`src/design/sbfe_pkg.sv`:
```
`default_nettype none

package sbfe_pkg;

    // Request codes; code 3 is unused and dropped
    localparam logic [1:0] REQ_START = 2'd0;
    localparam logic [1:0] REQ_DATA  = 2'd1;
    localparam logic [1:0] REQ_END   = 2'd2;

    localparam logic [7:0] FRAME_FLAG = 8'h80;   // start-byte flag, also empty collector
    localparam logic [7:0] LOW7_MASK  = 8'h7F;

    typedef struct packed {
        logic [1:0] req_type;
        logic [3:0] proto;
        logic [7:0] data_byte;
    } t_in_item;

    typedef struct packed {
        logic [7:0] out_byte;
        logic       last;
    } t_out_item;

    // Result of encoding one request: up to two bytes plus the next state
    typedef struct packed {
        logic [1:0] count;
        t_out_item  first;
        t_out_item  second;
        logic [7:0] collector;
        logic [7:0] parity;
    } t_enc_res;

    // Drop the marker bit and everything below it (lowest set bit is the marker)
    function automatic logic [7:0] flush_bits(input logic [7:0] col);
        logic [7:0] res;
        res = 8'h00;
        for (int i = 7; i >= 0; i--) begin
            if (col[i]) begin
                res = col >> (i + 1);
            end
        end
        return res;
    endfunction

endpackage

`default_nettype wire

```
`src/design/sbfe_encode.sv`:
```
`default_nettype none

module sbfe_encode
    import sbfe_pkg::*;
(
    input  wire t_in_item   i_item,
    input  wire logic [7:0] i_collector,
    input  wire logic [7:0] i_parity,
    output t_enc_res        o_res
);

    logic [7:0] hi;
    logic [7:0] grp;
    logic [7:0] par_d;
    logic [7:0] flush;

    always_comb begin
        hi    = {i_item.data_byte[7], i_collector[7:1]};
        grp   = hi >> 1;
        par_d = i_parity ^ i_item.data_byte;
        flush = flush_bits(i_collector);

        o_res.count     = 2'd0;
        o_res.first     = '0;
        o_res.second    = '0;
        o_res.collector = i_collector;
        o_res.parity    = i_parity;

        unique case (i_item.req_type)
            REQ_START: begin
                o_res.count          = 2'd1;
                o_res.first.out_byte = FRAME_FLAG | {4'h0, i_item.proto};
                o_res.first.last     = 1'b1;
                o_res.collector      = FRAME_FLAG;
                o_res.parity         = FRAME_FLAG | {4'h0, i_item.proto};
            end
            REQ_DATA: begin
                o_res.first.out_byte = i_item.data_byte & LOW7_MASK;
                if (hi[0]) begin
                    // seven MSBs gathered: emit group byte
                    o_res.count           = 2'd2;
                    o_res.first.last      = 1'b0;
                    o_res.second.out_byte = grp;
                    o_res.second.last     = 1'b1;
                    o_res.collector       = FRAME_FLAG;
                    o_res.parity          = par_d ^ grp;
                end else begin
                    o_res.count       = 2'd1;
                    o_res.first.last  = 1'b1;
                    o_res.collector   = hi;
                    o_res.parity      = par_d;
                end
            end
            REQ_END: begin
                if (i_collector != FRAME_FLAG) begin
                    o_res.count           = 2'd2;
                    o_res.first.out_byte  = flush;
                    o_res.first.last      = 1'b0;
                    o_res.second.out_byte = (i_parity ^ flush) & LOW7_MASK;
                    o_res.second.last     = 1'b1;
                end else begin
                    o_res.count          = 2'd1;
                    o_res.first.out_byte = i_parity & LOW7_MASK;
                    o_res.first.last     = 1'b1;
                end
            end
            default: begin
                o_res.count = 2'd0;
            end
        endcase
    end

endmodule

`default_nettype wire

```
`src/design/seven_bit_frame_encoder_core.sv`:
```
`default_nettype none

// Channel   Direction  Handshake           Payload
// request   in         i_valid / o_stall   i_data (t_in_item)
// result    out        o_valid / i_stall   o_data (t_out_item)
//
// A request transfer lands in an input register; once the output buffer can
// take it, it is encoded and its one or two result bytes are loaded into a
// two-slot output buffer. One request per cycle when each yields one byte and
// i_stall is low; one that yields two holds the next until the single output
// port, draining one byte a cycle unless i_stall, sends the second. An unused
// request code is dropped without a result. Reset (i_rst_n low, synchronous)
// empties both stages, clears parity and sets the collector to its empty
// marker. o_stall rises only while the input register holds a request that
// the output buffer cannot take yet.

module seven_bit_frame_encoder_core
    import sbfe_pkg::*;
(
    input  wire logic     i_clk,
    input  wire logic     i_rst_n,
    input  wire logic     i_valid,
    output logic          o_stall,
    input  wire t_in_item i_data,
    output logic          o_valid,
    input  wire logic     i_stall,
    output t_out_item     o_data
);

    // input register
    logic       r_in_valid;
    t_in_item   r_in;

    // frame state
    logic [7:0] r_collector;
    logic [7:0] r_parity;

    // output buffer: slot 0 is shown, slot 1 holds a pending second byte
    logic [1:0] r_cnt;
    t_out_item  r_out0;
    t_out_item  r_out1;

    t_enc_res   enc;
    logic       out_xfer;
    logic       buf_free;
    logic       move;

    sbfe_encode u_encode (
        .i_item      (r_in),
        .i_collector (r_collector),
        .i_parity    (r_parity),
        .o_res       (enc)
    );

    assign o_valid  = (r_cnt != 2'd0);
    assign o_data   = r_out0;
    assign out_xfer = o_valid && !i_stall;
    // buffer ends this cycle empty
    assign buf_free = (r_cnt == 2'd0) || ((r_cnt == 2'd1) && out_xfer);
    assign move     = r_in_valid && buf_free;
    assign o_stall  = r_in_valid && !move;

    // input stage
    always_ff @(posedge i_clk) begin
        if (!i_rst_n) begin
            r_in_valid <= 1'b0;
        end else if (!o_stall) begin
            r_in_valid <= i_valid;
        end
    end

    always_ff @(posedge i_clk) begin
        if (!o_stall && i_valid) begin
            r_in <= i_data;
        end
    end

    // frame state updates when the request is encoded
    always_ff @(posedge i_clk) begin
        if (!i_rst_n) begin
            r_collector <= FRAME_FLAG;
            r_parity    <= 8'h00;
        end else if (move) begin
            r_collector <= enc.collector;
            r_parity    <= enc.parity;
        end
    end

    // output buffer control
    always_ff @(posedge i_clk) begin
        if (!i_rst_n) begin
            r_cnt <= 2'd0;
        end else if (move) begin
            r_cnt <= enc.count;
        end else if (out_xfer) begin
            r_cnt <= r_cnt - 2'd1;
        end
    end

    always_ff @(posedge i_clk) begin
        if (move) begin
            r_out0 <= enc.first;
            r_out1 <= enc.second;
        end else if (out_xfer) begin
            r_out0 <= r_out1;
        end
    end

    // a pair always ends with the final byte in slot 1
    a_pair_last: assert property (@(posedge i_clk) disable iff (!i_rst_n)
        (r_cnt == 2'd2) |-> (!r_out0.last && r_out1.last))
        else $error("two-byte result not marked correctly");

    // a lone byte in the buffer is the final one of its request
    a_single_last: assert property (@(posedge i_clk) disable iff (!i_rst_n)
        (r_cnt == 2'd1) |-> r_out0.last)
        else $error("single pending byte lacks last");

    // input only stalls behind pending output
    a_stall_cause: assert property (@(posedge i_clk) disable iff (!i_rst_n)
        o_stall |-> o_valid)
        else $error("input stalled with empty output buffer");

    // a start request leaves the collector empty
    a_start_clears: assert property (@(posedge i_clk) disable iff (!i_rst_n)
        (move && (r_in.req_type == REQ_START)) |=> (r_collector == FRAME_FLAG))
        else $error("collector not reset by start");

endmodule

`default_nettype wire
```
`config.mk`:
```
export PLATFORM = sky130hd
export DESIGN_NAME = seven_bit_frame_encoder_core
export DESIGN_NICKNAME = d
export VERILOG_FILES = /design/src/design/sbfe_pkg.sv /design/src/design/sbfe_encode.sv /design/src/design/seven_bit_frame_encoder_core.sv
export SDC_FILE = /design/constraint.sdc
export NUM_CORES = 1
export LEC_CHECK = 0
export BUFFER_PORTS_ARGS = -buffer_cell sky130_fd_sc_hd__buf_2
export CAP_MARGIN = 20
export CORE_MARGIN = 2
export CORE_UTILIZATION = 25
export CTS_BUF_LIST = sky130_fd_sc_hd__clkbuf_8
export DETAILED_ROUTE_END_ITERATION = 8
export PLACE_DENSITY = 0.38
export SYNTH_ARGS = -nofsm -noshare
export SYNTH_HDL_FRONTEND = slang
export SYNTH_SLANG_ARGS = --single-unit
```
`constraint.sdc`:
```
create_clock -name i_clk -period 2.9 [get_ports i_clk]
set_input_delay 0.29 -clock i_clk [delete_from_list [all_inputs] [get_ports i_clk]]
set_output_delay 0.29 -clock i_clk [all_outputs]
set_load 0.03 [all_outputs]
```
==> metrics <==
post-route cell area between 0.002 and 0.003 mm2; die extent in y 106 um; worst-margin pin slew 631 ps; hold path cells 1; Max Fclk 0.439 GHz; flops & latches, synth 48; PwrDens 558 mW/mm2; CORE AREA 0.0102 mm2; worst hold endpoint r_in[10]; setup TNS 0 ps; Crit path top cell by count inv_1; footprint of the multi-input gates 0.00119 mm2; register area share after synthesis 48.6%; via count 1881; clk root buf clkbuf_8; Reg2Reg Setup Slack 620 ps; Slew HR between 50% and 60%; sequential share of power 50.3%; initial antenna violation count 0; # diodes 0; Critical R2R Capture r_collector[6]; largest cells by area after synthesis edfxtp_1, dfxtp_1, nor2b_1; ys flop type edfxtp_1; Non-Filler Instances 413; post-CTS setup buffers 0; DP Area between 0.002 and 0.003 mm2; H-tree levels 2; post-cts hold buffer count 0; kind of end point of the critical path register; final hold slack 156 ps; delay-heaviest family, CP compound AO/OA/AOI/OAI gates; Psw 490 uW; Die X 106 um; Initial Util 25.5%; CTS tree built; WP data required 3100 ps; worst-path fanout max 18; routability congestion estimate 0.784; drc violations 0; Period Utilization, post-route approximately four fifths; setup violators final 0; cells on worst reg2reg path 7; DRT Pass-1 Iters 4; Max stage delay on crit path 460 ps; HPWL after detailed placement about 4600 um; # nets final 300; Arr. time, crit path approximately 2500 ps; GRT Total Usage 12.7%; Final Skew between 6 and 7 ps; Routed WL 6610 um; vias per std cell 4.55; row cnt 37; CTS sink cnt 48; Area growth syn-to-layout 14.0%; Synth async-reset ratio 0%; r2r startpoint r_cnt[0]; FF/Latch Area 0.00127 mm2; status complete, no violations; fillcell total 1083; switch share 29.4%; cells after synthesis 253; Yosys Warn Count 0; Distinct cells, synth 51; Int Pwr approximately 1200 uW; vias in the first global route 1896; clock latency on the worst-skew pair ~300 ps; 1st-iter DRT viols 84; WS Path Type reg -> reg; post-CTS sizing 0; HP Class in -> reg; number of synthesized flops with an enable pin 31; final hold violations 0; final worst setup slack between 600 and 700 ps; fin. max-slew vios 0; Clock Tree Buf Depth 2; Setup crit start kind register; die area ~0.011 mm2; GRT overflow 0; Clk pwr share 29.0%; Synth Net Count 277; Cells after DPL approximately 400; PortBufs 28; largest net degree at the start of global routing 19; Combinational Power Share 20.8%; RSZ-0062 raised after global routing false; Leakage around 0.0011 uW; worst hold start i_data[10]; max cap viols 0; top cell type's share of synthesized area between 30 and 40%; layout cells sized above 1 roughly 18%; dpl ws 613 ps; crit path cell chain inv_1, ha_1, o21ai_4, inv_1, and2_1, a22oi_1, nor2b_1; first-pass GRT wire length 10900 um; io pins 29; antenna violation net count after detailed routing 0; CTS Buf Count 5; Worst path slowest cell o21ai_4; per-instance average area after synthesis 10.3 um2; Routed WL per cell 16.0 um; Worst-path clk slew 90 ps; cell accounting for the most synthesized area edfxtp_1; Final min period 2280 ps; Max VDD drop ~0.00021 V; Netlist Area Pre-Place 0.00261 mm2; CP Buf/Inv Count 2
[metrics by stage]
stage | utilization [%] | total power [uW]
after floorplan | - | 1090
after global placement | 28.1 | 1200
after detailed placement | 28.1 | 1200
after CTS | 29.1 | 1700
after global routing | 29.1 | 1760
final | 29.1 | 1660
[kinds of logic (layout without fill, tap and decap cells)]
| logic type | Yosys count | after routing | share of synthesized area [%] |
|---|---|---|---|
| AOI/OAI and AO/OA | 73 | 73 | 19.1 |
| DFF | 48 | 48 | 48.6 |
| muxes | 2 | 2 | 0.766 |
| and+or+nand+nor | 80 | 80 | 17.9 |
| xor gates and xnor gates | 15 | 15 | 5.03 |
| buffers and inverters | 29 | 53 | 5.79 |
| adders and majority gates | 6 | 6 | 2.87 |
[state kept, by name (all words and copies together) (netlist names)]
signal / count
o_data: 9
r_cnt: 2
r_collector: 7
r_in: 14
r_in_valid: 1
r_out1: 8
r_parity: 7
[synthesized netlist by cell type, types with 2 or more instances]
master / instances
xnor2_1: 7
inv_1: 11
a22o_1: 3
nor3_1: 2
mux2i_1: 2
o22ai_1: 2
nand3b_1: 4
nand3_1: 4
a31oi_1: 3
o221ai_1: 2
a22oi_1: 9
buf_2: 7
a21o_1: 3
xor2_1: 8
and2_1: 6
a21oi_1: 16
nand2b_1: 2
nand4_1: 4
o211ai_1: 2
dfxtp_1: 17
clkbuf_1: 5
buf_6: 3
edfxtp_1: 31
a221oi_1: 2
nor2_1: 9
buf_4: 3
o21ai_0: 15
nor2b_1: 18
nand2_1: 21
o21a_1: 2
a21boi_0: 3
ha_1: 6
a32oi_1: 3
[area by class of cell]
cell class	count	area share, %
well taps	136	5.71
flip-flops and latches	48	42.7
inverters	11	1.39
repair buffers	34	6.64
multi-input cells	176	40.0
clock buffers	5	2.31
clock inverters	3	1.30
[cells in the final DEF (no fill, tap or decap), types with 3 or more instances in the layout]
cell type,n
and2_1,6
nand3b_1,4
inv_1,12
buf_4,5
a21oi_1,16
dfxtp_1,17
xnor2_1,7
nand2_1,21
nand4_1,4
a31oi_1,3
ha_1,6
a22o_1,3
nand3_1,4
a21o_1,3
buf_2,28
a32oi_1,3
xor2_1,8
edfxtp_1,31
nor2b_1,18
nor2_1,9
o21ai_0,15
a22oi_1,9
clkbuf_8,5
a21boi_0,3
[power by group through the flow]
stage | clock (uW) | combinational (uW) | sequential, uW
floorplan | 0 | 200 | 889
global placement | 0 | 350 | 852
detailed placement | 0 | 350 | 853
CTS | 509 | 351 | 837
global route | 531 | 385 | 844
finish | 482 | 345 | 836
[per-layer routing]
| layer | routed length [um] | global-route usage [%] |
|---|---|---|
| met1 | 3340 | 18.0 |
| met2 | 2950 | 19.3 |
| met3 | 207 | 2.27 |
| met4 | 113 | 4.42 |
| met5 | 0 | 0 |
[worst max path at each step]
stage / start / endpoint / slack (ps) / depth (start not counted)
after floorplan: r_cnt[0] / r_in[0] / 640 / 4
after global placement: r_cnt[0] / r_parity[3] / 680 / 7
after detailed placement: r_cnt[0] / r_collector[4] / 610 / 7
after CTS: r_cnt[0] / r_collector[4] / 590 / 7
after global routing: r_cnt[0] / r_collector[5] / 380 / 7
final: r_cnt[0] / r_collector[6] / 620 / 7
No activity file was read; power rests on OpenSTA's default activity.
